**config.mk**
```make
export PLATFORM = sky130hd
export DESIGN_NAME = bstid_ctrl
export DESIGN_NICKNAME = d
export VERILOG_FILES = /design/src/bst_insert_depth_accumulator_macros.svh /design/src/bstid_pkg.sv /design/src/bstid_ctrl.sv
export SDC_FILE = /design/constraint.sdc
export NUM_CORES = 1
export LEC_CHECK = 0
export BUFFER_PORTS_ARGS = -buffer_cell sky130_fd_sc_hd__buf_2
export CORE_AREA = 2 2 39 41
export CTS_CLUSTER_DIAMETER = 50
export DETAILED_ROUTE_END_ITERATION = 16
export DIE_AREA = 0 0 41 43
export GPL_ROUTABILITY_DRIVEN = 0
export REMOVE_ABC_BUFFERS = 1
export SKIP_LAST_GASP = 1
export SLEW_MARGIN = 20
export SYNTH_ARGS = -nofsm -noshare
export SYNTH_HDL_FRONTEND = slang
export SYNTH_SLANG_ARGS = --single-unit
```
**constraint.sdc**
```tcl
create_clock -name clk -period 2.65 [get_ports clk]
set_input_delay 0 -clock clk [delete_from_list [all_inputs] [get_ports clk]]
set_output_delay 0 -clock clk [all_outputs]
set_load 0.05 [all_outputs]
```
**src/bst_insert_depth_accumulator_macros.svh**
```systemverilog
// Assertion macros for the BST insertion-depth block.
`ifndef BST_INSERT_DEPTH_ACCUMULATOR_MACROS_SVH
`define BST_INSERT_DEPTH_ACCUMULATOR_MACROS_SVH
`ifndef SYNTHESIS
`define BSTID_ASSERT_NEVER(lbl, clk, rst_n, cond, msg) \
	lbl: assert property (@(posedge clk) disable iff (!rst_n) !(cond)) else $error(msg);
`define BSTID_ASSERT_IMPL(lbl, clk, rst_n, ante, cons, msg) \
	lbl: assert property (@(posedge clk) disable iff (!rst_n) (ante) |-> (cons)) \
		else $error(msg);
`define BSTID_ASSERT_NEXT(lbl, clk, rst_n, ante, cons, msg) \
	lbl: assert property (@(posedge clk) disable iff (!rst_n) (ante) |=> (cons)) \
		else $error(msg);
`else
`define BSTID_ASSERT_NEVER(lbl, clk, rst_n, cond, msg)
`define BSTID_ASSERT_IMPL(lbl, clk, rst_n, ante, cons, msg)
`define BSTID_ASSERT_NEXT(lbl, clk, rst_n, ante, cons, msg)
`endif
`endif

```
**src/bstid_pkg.sv**
```systemverilog
// Shared constants and controller/datapath interface types.
`default_nettype none
package bstid_pkg;
	localparam int KEY_W       = 11;
	localparam int KEY_MAX     = 2**KEY_W - 1;
	localparam int DEPTH_W     = 10;
	localparam int TOTAL_W     = 20;
	localparam int TOTAL_OUT_W = 19;
	localparam int BIT_W       = 5;
	localparam int ROW_W       = 2**BIT_W;
	localparam logic [DEPTH_W-1:0] DEPTH_MAX = '1;

	typedef struct packed {
		logic take_key;
		logic eval_own;
		logic eval_lo;
		logic eval_hi;
		logic eval_dlo;
		logic commit;
		logic reject;
	} cmd_t;

	typedef struct packed {
		logic bad;
		logic out_free;
	} sts_t;
endpackage
`default_nettype wire

```
**src/bstid_ctrl.sv**
```systemverilog
// Sequencer for one key insertion: row reads, depth reads, commit.
`default_nettype none
module bstid_ctrl
	import bstid_pkg::*;
(
	input  logic clk,
	input  logic arst_n,
	input  logic in_valid,
	output logic in_ready,
	input  sts_t sts,
	output cmd_t cmd
);
	typedef enum logic [5:0] {
		ST_IDLE = 6'b000001,
		ST_OWN  = 6'b000010,
		ST_LO   = 6'b000100,
		ST_HI   = 6'b001000,
		ST_DLO  = 6'b010000,
		ST_DHI  = 6'b100000
	} state_t;

	state_t state_q, state_d;

	always_comb begin
		state_d  = state_q;
		cmd      = '0;
		in_ready = 1'b0;
		case (state_q)
			ST_IDLE: begin
				in_ready = 1'b1;
				if (in_valid) begin
					cmd.take_key = 1'b1;
					state_d      = ST_OWN;
				end
			end
			ST_OWN: begin
				if (sts.bad) begin
					if (sts.out_free) begin
						cmd.reject = 1'b1;
						state_d    = ST_IDLE;
					end
				end else begin
					cmd.eval_own = 1'b1;
					state_d      = ST_LO;
				end
			end
			ST_LO: begin
				cmd.eval_lo = 1'b1;
				state_d     = ST_HI;
			end
			ST_HI: begin
				cmd.eval_hi = 1'b1;
				state_d     = ST_DLO;
			end
			ST_DLO: begin
				cmd.eval_dlo = 1'b1;
				state_d      = ST_DHI;
			end
			ST_DHI: begin
				if (sts.out_free) begin
					cmd.commit = 1'b1;
					state_d    = ST_IDLE;
				end
			end
			default: begin
				state_d = ST_IDLE;
			end
		endcase
	end

	always_ff @(posedge clk or negedge arst_n) begin
		if (!arst_n) begin
			state_q <= ST_IDLE;
		end else begin
			state_q <= state_d;
		end
	end
endmodule
`default_nettype wire

```
## After elaboration in Yosys (flattened, before gate mapping)

Cells that the tools add are included.

- Bits in registers: 6
- Input port bits: 5
- Output and inout bits: 8
- Word-level logic and storage cells: 24

- Equal/unequal tests: 7
- Mux-type cells: 16

Operators with widths:

| cell | number |
|---|---|
| 6-bit case mux with 6 select lines | 1 |
| 6-bit 2-to-1 mux | 3 |
| 1-bit 2-to-1 mux | 12 |
| 6-bit by 1-bit equality test with 1-bit output (second input constant) | 1 |
| 6-bit by 2-bit equality test with 1-bit output (second input constant) | 1 |
| 6-bit by 3-bit equality test with 1-bit output (second input constant) | 1 |
| 6-bit by 4-bit equality test with 1-bit output (second input constant) | 1 |
| 6-bit by 5-bit equality test with 1-bit output (second input constant) | 1 |
| 6-bit equality test (second input constant) | 1 |
| 2-bit inequality test (second input constant) | 1 |

## Logic depth before layout (Yosys ltp)

Gate-level depths: netlist (run 1).

- Depth in word-level cells: 3
- Mapped depth: 5

## Worst setup path after synthesis (run 1)

OpenSTA, ideal clock, no wires.

- Kind: register to output
- Start: register state_q[2]
- End: output port cmd[5] (netlist bit)
- Arrival: 2.238 ns
- Required time: 2.650 ns
- Slack: 0.412 ns
- Cell stages (with the launch flop): 5
- Path through: dfrtp_1 -> buf_4 -> nor2_1 -> nand3b_1 -> nor4_1

RTL lines:

| what | RTL line | source |
|---|---|---|
| start: declaration | bstid_ctrl.sv:22 | `state_t state_q, state_d;` |
| start signal: assignment | bstid_ctrl.sv:75 | `state_q <= state_d;` |
| end: declaration | bstid_ctrl.sv:11 | `output cmd_t cmd` |

==> results.md, run 1 <==
STA
• 0 — final hold violation count
• 0 — final max-slew violation count
• 0 — final-report setup violation count
• 70.5% — part of the cycle the worst path needs
• 782 ps — final critical-path setup slack
• 4.00 ps — skew final
• 0 ps — setup tns final
• 0.535 GHz — Highest Clock Rate
• 1870 ps — minimum period implied by the final worst setup slack
• 426 ps — transition time at the pin with the least slew margin
• 81.9 ps — post-route worst hold slack
• no — unrepaired setup endpoints after global routing
• 71.6% — Rel. slew slack

Logic synthesis
• 10.6% — synthesized-area fraction occupied by ao, oa, aoi and oai cells
• 0% — adder and majority gate portion of the synthesized area
• 9.71 µm² — Avg Cell Area, Syn
• simple AND/OR/NAND/NOR gates — dominant combinational cell family by area after synthesis
• 447 µm² — cell area after synthesis
• 1.96% — xor and xnor area share after synthesis
• 29 — synth unique cells
• 2.24% — proportion of synthesized area in mux cells
• 46 — Synth Instances
• 33.9% — sequential cell area fraction in the yosys report
• 0 — number of synthesis warnings
• 42.3% — Post-Synth Simple-Gate Area
• 6 — synthesized flop and latch total

Worst setup path
• state_q[5] — startpoint of the worst register-to-register path
• flop — critical path startpoint category
• state_q[5] — CP Launch Point
• 1870 ps — critical path data arrival time
• 4 — length in cells of the worst reg-to-reg path
• 2650 ps — required time at the endpoint of the critical path
• primary output — endpoint type of the worst setup path
• flop to primary output — classification of the worst setup path
• 12 — CP Max Fanout

Floorplanning
• 13 — top-level I/O count
• 32.3% — effective utilization at floorplan
• 41 µm — horizontal die dimension
• 43 µm — vertical die dimension
• 14 — number of placement rows
• 0.00176 mm² — die footprint
• 0.00138 mm² — area of the placeable core

Routing
• 47 µm — total met3 wirelength after detailed routing
• 483 µm — M1 WL
• 0 — drt drc
• met4 — top routing layer used
• 910 µm — detailed-route wire length
• 388 — total number of vias
• 2 — 1st-iter DRT viols
• 5.17 — mean number of vias per cell
• 0 — count of nets left with antenna violations after detail routing
• 373 µm — wire length on met2
• 2 — drt first pass iters
• 12.1 µm — routed length per placed instance

Finish
• 33.9% — layout cells sized above 1
• sky130_fd_sc_hd__buf_2 (12), sky130_fd_sc_hd__dfrtp_1 (5), sky130_fd_sc_hd__nor3b_1 (4), sky130_fd_sc_hd__nor4_1 (4) — top library cells by usage in the layout, fill and taps aside
• 39.1% — post-route core utilization
• 75 — final cell count without fillers
• sky130_fd_sc_hd__buf_2 — most common cell after layout, fill and taps aside
• 6 — flip-flop count of the largest register, all copies and words added
• state_q x6 — Largest regs
• 21.0% — synthesis-to-finish area growth
• state_q — Most flops, register
• 0 — ANT cells
• 65 — final net count

Power
• 350 µV — Worst IR Drop VDD
• 0.255 nW — leakage power figure
• 910 mW/mm² — areal power density over the cells

Clock tree
• done — clock tree from TritonCTS
• 2 — CTS Hold Bufs
• 0 — number of buffers inserted to repair setup after CTS
• 2 — maximum clock path buffer count
• sky130_fd_sc_hd__clkbuf_4 — buffer type at the clock tree root
• 50 ps — clock-pin slew of the registers on the worst-case setup and hold paths
• 250 ps — source-to-sink clock delay at the later pin of the worst-skew pair
• 6 — Clock Sink Count
• 0 — cells resized by post-CTS repair
• 1 — H-tree depth
• 3 — total clock buffers created by CTS

Placement
• 1050 ps — worst setup slack before clock tree synthesis
• 69 — placed instance count
• 12 — count of input and output buffers

Hold path
• sts[0] — source of the worst hold timing path
• 3 — worst hold path stage count
• input pin to flop — min-delay worst type

Global routing
• 11.8% — overall global routing resource usage
• 321 — vias in the first global route
• 13 — largest net degree at the start of global routing
• 0 — total congestion overflow
• 1.38 mm — global-route wire length before repair
• 0 — initial antenna violation count

Run status
• finished clean — status

Run
• 0 — max-capacitance violation count

[area by class of cell]
| class | count | area (µm²) |
|---|---|---|
| well taps | 16 | 20.0 |
| multi-input cells | 33 | 255 |
| fillers | 138 | 843 |
| repair buffers | 14 | 80.1 |
| flip-flops and latches | 6 | 151 |
| inverters | 2 | 7.51 |
| clock buffers | 4 | 26.3 |
[power by group]
part | switching, mW | total [mW] | leakage (nW) | internal [mW]
logic | 0.153 | 0.244 | 0.161 | 0.0907
registers | 0.0417 | 0.157 | 0.0792 | 0.115
clock network | 0.0341 | 0.0912 | 0.0150 | 0.0571
[final timing paths]
check	slack [ps]	endpoint
worst max-delay path	780	cmd[6]
worst min-delay path	80	state_q[0]
worst max register to register	1120	state_q[0]
worst min register to register	620	state_q[4]
max in group asynchronous	2330	state_q[0]
min in group asynchronous	100	state_q[2]
[kinds of logic after synthesis]
| group | after synthesis |
|---|---|
| AOI/OAI and AO/OA | 7 |
| xor gates and xnor gates | 1 |
| buffers and inverters | 7 |
| DFF | 6 |
| muxes | 1 |
| and+or+nand+nor | 24 |
[cells in the mapped netlist, drive strengths merged]
| master | instances | area [µm²] |
|---|---|---|
| nor4 | 5 | 46.3 |
| o21ai | 3 | 15.0 |
| dfrtp | 5 | 125 |
| a41o | 1 | 10.0 |
| xor2 | 1 | 8.76 |
| o21a | 1 | 7.51 |
| nor3 | 4 | 31.3 |
| and3 | 1 | 6.26 |
| a22oi | 1 | 7.51 |
| inv | 2 | 7.51 |
| o211ai | 1 | 7.51 |
| and4b | 1 | 10.0 |
| clkbuf | 1 | 3.75 |
| nand4 | 1 | 6.26 |
| dfstp | 1 | 26.3 |
| nor2 | 1 | 3.75 |
| buf | 4 | 28.8 |
| nor2b | 1 | 6.26 |
| nor3b | 4 | 30.0 |
| nand3b | 2 | 15.0 |
| or4b | 1 | 13.8 |
| nand2 | 1 | 3.75 |
| nand3 | 1 | 5.00 |
| or4 | 1 | 11.3 |
| mux2i | 1 | 10.0 |
[worst max-delay path, stage by stage (launching register included)]
cell and delay, ps:
sky130_fd_sc_hd__dfrtp_1 500, sky130_fd_sc_hd__or4b_4 620, sky130_fd_sc_hd__nor4_4 190, sky130_fd_sc_hd__buf_2 310
[per-layer routing]
metal	vias up	GRT usage, %
met5	-	0
met4	0	4.00
met3	2	7.85
met2	8	15.0
met1	175	15.8
li1	203	-
[metrics by stage]
| step | power (mW) | cell area (µm²) |
|---|---|---|
| floorplan | 0.348 | 414 |
| global placement | 0.403 | 494 |
| detailed placement | 0.401 | 494 |
| CTS | 0.498 | 541 |
| global route | 0.525 | 541 |
| finish | 0.492 | 541 |
(Power assumes the default switching activity.)
==> run 2: changes to the inputs <==
ABC_AREA = 1   (was default)
clock period = 1.8 ns   (was 2.65 ns; I/O delays follow)
==> run 2 against run 1 <==
  * Via count rose by 9.8%
  * Non-clock buffer count did not move
  * Final cell count rose by 28%
  * Critical path depth rose by 4
  * Flip-flop and latch count did not move
  * Design area rose by 1.6%
  * Total power rose by 52%
  * Clock power rose by 46%
  * Hold slack got worse by 38 ps
  * Critical path type unchanged
  * Synthesized cell count rose by 35%
  * Count of clock-buffer cells in the layout did not move
  * Largest power group unchanged
  * Core utilization rose by 0.63 points
==> results.md, run 2 <==
Run status
• finished clean — status

Logic synthesis
• sky130_fd_sc_hd__dfrtp_1 — top_reg_cell synth
• 6 — synthesized flop and latch total
• 35.8% — sequential cell area fraction in the yosys report
• sky130_fd_sc_hd__dfrtp_1 (30%), sky130_fd_sc_hd__nor2_1 (9.8%), sky130_fd_sc_hd__nand2_1 (7.1%) — top cells by area in the synthesized netlist
• 100% — async set-or-reset flop fraction in the synthesized netlist
• 6.82 µm² — Avg Cell Area, Syn
• 62 — Synth Instances
• 29.6% — area share of the largest cell type after synthesis
• 423 µm² — cell area after synthesis
• 0 — number of synthesis warnings
• sky130_fd_sc_hd__nor2_1 — most used standard cell by instance count after synthesis
• sky130_fd_sc_hd__nor2_1 (11), sky130_fd_sc_hd__nand2_1 (8), sky130_fd_sc_hd__inv_1 (7), sky130_fd_sc_hd__inv_2 (7), sky130_fd_sc_hd__dfrtp_1 (5) — top post-synthesis cells by count
• 0 — number of enable-type register cells in the synthesized netlist
• 17 — synth unique cells
• sky130_fd_sc_hd__dfrtp_1 — area leader, netlist

STA
• 0 ps — setup tns final
• 249 ps — transition time at the pin with the least slew margin
• 0 — final-report setup violation count
• 328 ps — final critical-path setup slack
• no — unrepaired setup endpoints after global routing
• 0.679 GHz — Highest Clock Rate
• 81.8% — part of the cycle the worst path needs
• 1470 ps — minimum period implied by the final worst setup slack
• 0 — final max-slew violation count
• 5.72 ps — skew final
• 0 — final hold violation count
• 83.5% — Rel. slew slack
• 43.9 ps — post-route worst hold slack

Finish
• 549 µm² — area of all placed cells without fillers
• sky130_fd_sc_hd__buf_2 (12), sky130_fd_sc_hd__nor2_1 (11), sky130_fd_sc_hd__nand2_1 (8) — top library cells by usage in the layout, fill and taps aside
• 0 — ANT cells
• state_q x6 — Largest regs
• 29.9% — synthesis-to-finish area growth
• sky130_fd_sc_hd__buf_2 — most common cell after layout, fill and taps aside
• 219 µm² — footprint of the multi-input gates
• 38.8% — layout cells sized above 1
• state_q — Most flops, register
• 96 — final cell count without fillers
• 39.7% — post-route core utilization
• 151 µm² — storage element area
• 163 — Filler Cell Count
• 86 — final net count
• 6 — flip-flop count of the largest register, all copies and words added

Routing
• 0 — drt drc
• 3 — 1st-iter DRT viols
• 9.00 µm — routed length per placed instance
• 426 — total number of vias
• 0 — count of nets left with antenna violations after detail routing
• 864 µm — detailed-route wire length
• 4.44 — mean number of vias per cell
• 3 — drt first pass iters

Placement
• 90 — placed instance count
• 12 — count of input and output buffers
• 503 µm² — cell area after placement
• 571 ps — worst setup slack before clock tree synthesis
• 749 µm — HPWL after detailed placement

Floorplanning
• 43 µm — vertical die dimension
• 0.00138 mm² — area of the placeable core
• 13 — top-level I/O count
• 41 µm — horizontal die dimension
• 14 — number of placement rows
• 30.6% — effective utilization at floorplan
• 0.00176 mm² — die footprint

Worst setup path
• 6 — length in cells of the worst reg-to-reg path
• state_q[0] — CP Launch Point
• 1800 ps — required time at the endpoint of the critical path
• primary output — endpoint type of the worst setup path
• cmd[6] — crit path capture
• 7 — number of gates on the worst path with buffers counted
• 3 — CP Max Fanout
• flop — critical path startpoint category
• 630 ps — setup slack of the most critical reg-to-reg path
• flip-flops — cell family with the largest share of critical-path delay
• flop to primary output — classification of the worst setup path
• state_q[1] — FF-to-FF End
• 1470 ps — critical path data arrival time
• sky130_fd_sc_hd__dfstp_2 — cell with the largest stage delay on the worst path
• inv_2 > nor2_4 > nand2_2 > nor2_4 > inv_2 > nor2_1 > buf_2 — Critical Path, Cell by Cell
• 3 — count of buffer and inverter cells on the critical path
• state_q[0] — startpoint of the worst register-to-register path
• 550 ps — crit-path max cell delay

Global routing
• 405 — vias in the first global route
• 0 — total congestion overflow
• 7 — largest net degree at the start of global routing
• 1.56 mm — global-route wire length before repair
• 13.0% — overall global routing resource usage
• 0 — initial antenna violation count

Power
• 1360 mW/mm² — areal power density over the cells
• 0.749 mW — total power draw
• 0.317 nW — leakage power figure
• 396 µV — Worst IR Drop VDD

Run
• 0 — max-capacitance violation count

Clock tree
• 240 ps — source-to-sink clock delay at the later pin of the worst-skew pair
• sky130_fd_sc_hd__clkbuf_4 — buffer type at the clock tree root
• 0 — number of buffers inserted to repair setup after CTS
• 6 — Clock Sink Count
• 2 — maximum clock path buffer count
• 40 ps — clock-pin slew of the registers on the worst-case setup and hold paths
• 3 — total clock buffers created by CTS
• 1 — H-tree depth
• done — clock tree from TritonCTS

Hold path
• input pin to flop — min-delay worst type

-- run 2: changes by cell type after synthesis, sizes merged, moves of 2 or more --
cell	before	now
inv	2	14
nor2	1	17
nor4	5	0
nand4	1	3
nand3b	2	0
nor3b	4	0
nand2	1	10
buf	4	0
-- run 2: cell type report --
type                       count  area share, %
multi-input combinational     42           39.9
sequential                     6           27.6
timing repair buffer          14           14.6
inverter                      14           9.57
clock buffer                   4           4.78
tap                           16           3.64
-- run 2: worst min-delay path: stages --
cell and delay (ps):
sky130_fd_sc_hd__buf_2 80, sky130_fd_sc_hd__inv_1 40, sky130_fd_sc_hd__nand2_1 70, sky130_fd_sc_hd__nand3_1 80
-- run 2: worst min path at each step --
stage | endpoint | slack, ps | depth (start not counted) | start
global placement | state_q[1] | -160 | 1 | arst_n
CTS | state_q[0] | 40 | 4 | in_valid
detailed placement | state_q[1] | -170 | 1 | arst_n
floorplan | state_q[1] | -300 | 0 | arst_n
global route | state_q[0] | 60 | 4 | in_valid
finish | state_q[0] | 40 | 4 | in_valid
-- run 2: repair_timing --
| action | in CTS | in global routing |
|---|---|---|
| hold buffers | 2 | 0 |
| hold endpoints to repair | 7 | 0 |
| resized for setup | 0 | 0 |
-- run 2: cell families (layout without fill, tap and decap cells) --
logic type	after synthesis	after routing	synth area share, %
and+or+nand+nor	37	37	45.3
buffers and inverters	14	32	12.4
DFF	6	6	35.8
AOI/OAI and AO/OA	5	5	6.51
-- run 2: per-layer routing --
layer	track usage [%]	vias up	routed length, µm	part of all wire (%)
li1	-	228	-	-
met1	17.9	191	413	48
met2	18.4	7	416	48
met3	1.57	0	34	3.9
met4	8.00	0	0	0
met5	0	-	0	0
-- run 2: power by group --
group          leakage [nW]  total (mW)  internal (mW)  switching, mW
clock                0.0150       0.133         0.0840         0.0487
combinational         0.223       0.409          0.119          0.291
sequential           0.0787       0.207          0.172         0.0345
==> run 3: changes to the inputs <==
ABC_AREA = 0   (was 1)
clock period = 1.4 ns   (was 1.8 ns; I/O delays follow)
==> run 3 against run 2 <==
  * The run now ends with setup timing left
  * Critical path type unchanged
  * Sequential power grew 19%
  * First-iteration DRC count is the same
  * Worst setup slack lost 580 ps
  * Combinational power grew 98%
  * Register-to-register slack lost 760 ps
  * Count of clock-buffer cells in the layout is the same
  * Non-clock buffer count grew 13
  * Hold slack gained 40 ps
==> results.md, run 3 (same netlist as run 1, synthesis figures left out) <==
Finish
• 310 µm² — footprint of the multi-input gates
• sky130_fd_sc_hd__buf_4 — most common cell after layout, fill and taps aside
• 68.3% — synthesis-to-finish area growth
• 0 — ANT cells
• 78 — final net count
• 6 — flip-flop count of the largest register, all copies and words added
• 58.3% — layout cells sized above 1
• state_q — Most flops, register
• 153 µm² — storage element area
• state_q x6 — Largest regs
• 129 — Filler Cell Count
• sky130_fd_sc_hd__buf_4 (11), sky130_fd_sc_hd__buf_6 (10), sky130_fd_sc_hd__buf_2 (4), sky130_fd_sc_hd__dfrtp_1 (4) — top library cells by usage in the layout, fill and taps aside

Worst setup path
• state_q[0] — CP Launch Point
• or4b_4 > nor4_4 > buf_6 — Critical Path, Cell by Cell
• 1660 ps — critical path data arrival time
• flop to primary output — classification of the worst setup path
• 4 — length in cells of the worst reg-to-reg path
• primary output — endpoint type of the worst setup path
• 3 — CP Max Fanout
• sky130_fd_sc_hd__dfstp_2 — cell with the largest stage delay on the worst path
• cmd[6] — crit path capture
• 520 ps — crit-path max cell delay
• 1400 ps — required time at the endpoint of the critical path
• -130 ps — setup slack of the most critical reg-to-reg path
• state_q[0] — startpoint of the worst register-to-register path
• state_q[1] — FF-to-FF End
• flop — critical path startpoint category

STA
• 1660 ps — minimum period implied by the final worst setup slack
• 8 — final-report setup violation count
• yes — unrepaired setup endpoints after global routing
• 118% — part of the cycle the worst path needs
• 0.604 GHz — Highest Clock Rate
• 2.59 ps — skew final
• 0 — final max-slew violation count
• -257 ps — final critical-path setup slack
• 253 ps — transition time at the pin with the least slew margin
• -1370 ps — setup tns final
• 0 — final hold violation count
• 83.0% — Rel. slew slack
• 84.1 ps — post-route worst hold slack

Power
• 1630 mW/mm² — areal power density over the cells
• 0.531 mW — power dissipated by switching net loads
• 43.2% — switching fraction of total power
• 20.1% — sequential share of power
• 65.9% — combinational share of power
• 1.23 mW — total power draw
• 14.0% — Clock Power Share
• 0.698 mW — internal power
• 0.343 nW — leakage power figure
• 771 µV — Worst IR Drop VDD

Routing
• 14.0 µm — routed length per placed instance
• 0 — drt drc
• 0 — count of nets left with antenna violations after detail routing
• 5.18 — mean number of vias per cell
• 456 — total number of vias
• 4 — drt first pass iters
• 3 — 1st-iter DRT viols
• 1.23 mm — detailed-route wire length

Global routing
• 0 — total congestion overflow
• 443 — vias in the first global route
• 0 — initial antenna violation count
• 21.1% — met1 routing resource usage after global routing
• met2 — routing layer with the top usage in global route
• 11 — largest net degree at the start of global routing
• 26.6% — met2 GRT Util
• 16.9% — overall global routing resource usage
• 6.28% — met3 usage
• 1.97 mm — global-route wire length before repair

Hold path
• sts[0] — source of the worst hold timing path
• input pin to flop — min-delay worst type

Run status
• finished, violations left — status
• setup timing — failing checks

Clock tree
• 1 — H-tree depth
• 2 — maximum clock path buffer count
• 40 ps — clock-pin slew of the registers on the worst-case setup and hold paths
• 250 ps — source-to-sink clock delay at the later pin of the worst-skew pair
• 3 — total clock buffers created by CTS
• 6 — Clock Sink Count
• sky130_fd_sc_hd__clkbuf_4 — buffer type at the clock tree root
• done — clock tree from TritonCTS

Floorplanning
• 0.00138 mm² — area of the placeable core
• 32.3% — effective utilization at floorplan
• 0.00176 mm² — die footprint
• 41 µm — horizontal die dimension
• 14 — number of placement rows
• 43 µm — vertical die dimension
• 13 — top-level I/O count

Placement
• 12 — count of input and output buffers
• 824 µm — HPWL after detailed placement

Run
• 0 — max-capacitance violation count

-- run 3: worst min path at each step --
stage                            end  depth (start not counted)
final                     state_q[0]                          3
after global routing      state_q[0]                          3
after detailed placement  state_q[4]                          1
after floorplan           state_q[1]                          0
after CTS                 state_q[0]                          3
after global placement    state_q[4]                          1
-- run 3: metal layers --
layer | routed length [µm] | share of wire [%]
met1 | 536 | 44
met2 | 632 | 51
met3 | 58 | 4.7
met4 | 0 | 0
met5 | 0 | 0
-- run 3: timing repair --
action	CTS	global route
hold buffers	2	0
endpoints found under the hold margin	7	0
buffers inserted	5	4
pin swaps	7	7
endpoints found under the setup margin	10	10
resized for setup	28	7
-- run 3: worst max-delay path, delay by kind of cell, from the launching register on --
kind          cells  cell delay [ps]
simple gates      2              700
flops             1              520
buf+inv           1              200
-- run 3: layout make-up --
cell class                 count  share of cell area, %
tap                           16                   2.66
timing repair buffer          27                   31.3
clock buffer                   4                   3.49
inverter                       2                  0.998
multi-input combinational     33                   41.3
sequential                     6                   20.3
-- run 3: stage by stage --
stage / instance area (µm²) / cells / worst slack, ps / util [%]
2_1_floorplan: 414 / 41 / -865 / -
3_3_place_gp: 562 / 78 / -75.0 / 40.6
3_5_place_dp: 562 / 78 / -86.1 / 40.6
4_1_cts: 743 / 88 / -266 / 53.7
5_1_grt: 752 / 88 / -303 / 54.3
6_report: 752 / 88 / -257 / 54.3
-- run 3: power by group through the flow --
stage / Clock, mW / Combinational, mW / Sequential [mW]
4_1_cts: 0.177 / 0.778 / 0.246
3_5_place_dp: 0 / 0.595 / 0.243
3_3_place_gp: 0 / 0.587 / 0.240
6_report: 0.172 / 0.810 / 0.246
5_1_grt: 0.187 / 0.867 / 0.252
2_1_floorplan: 0 / 0.379 / 0.280
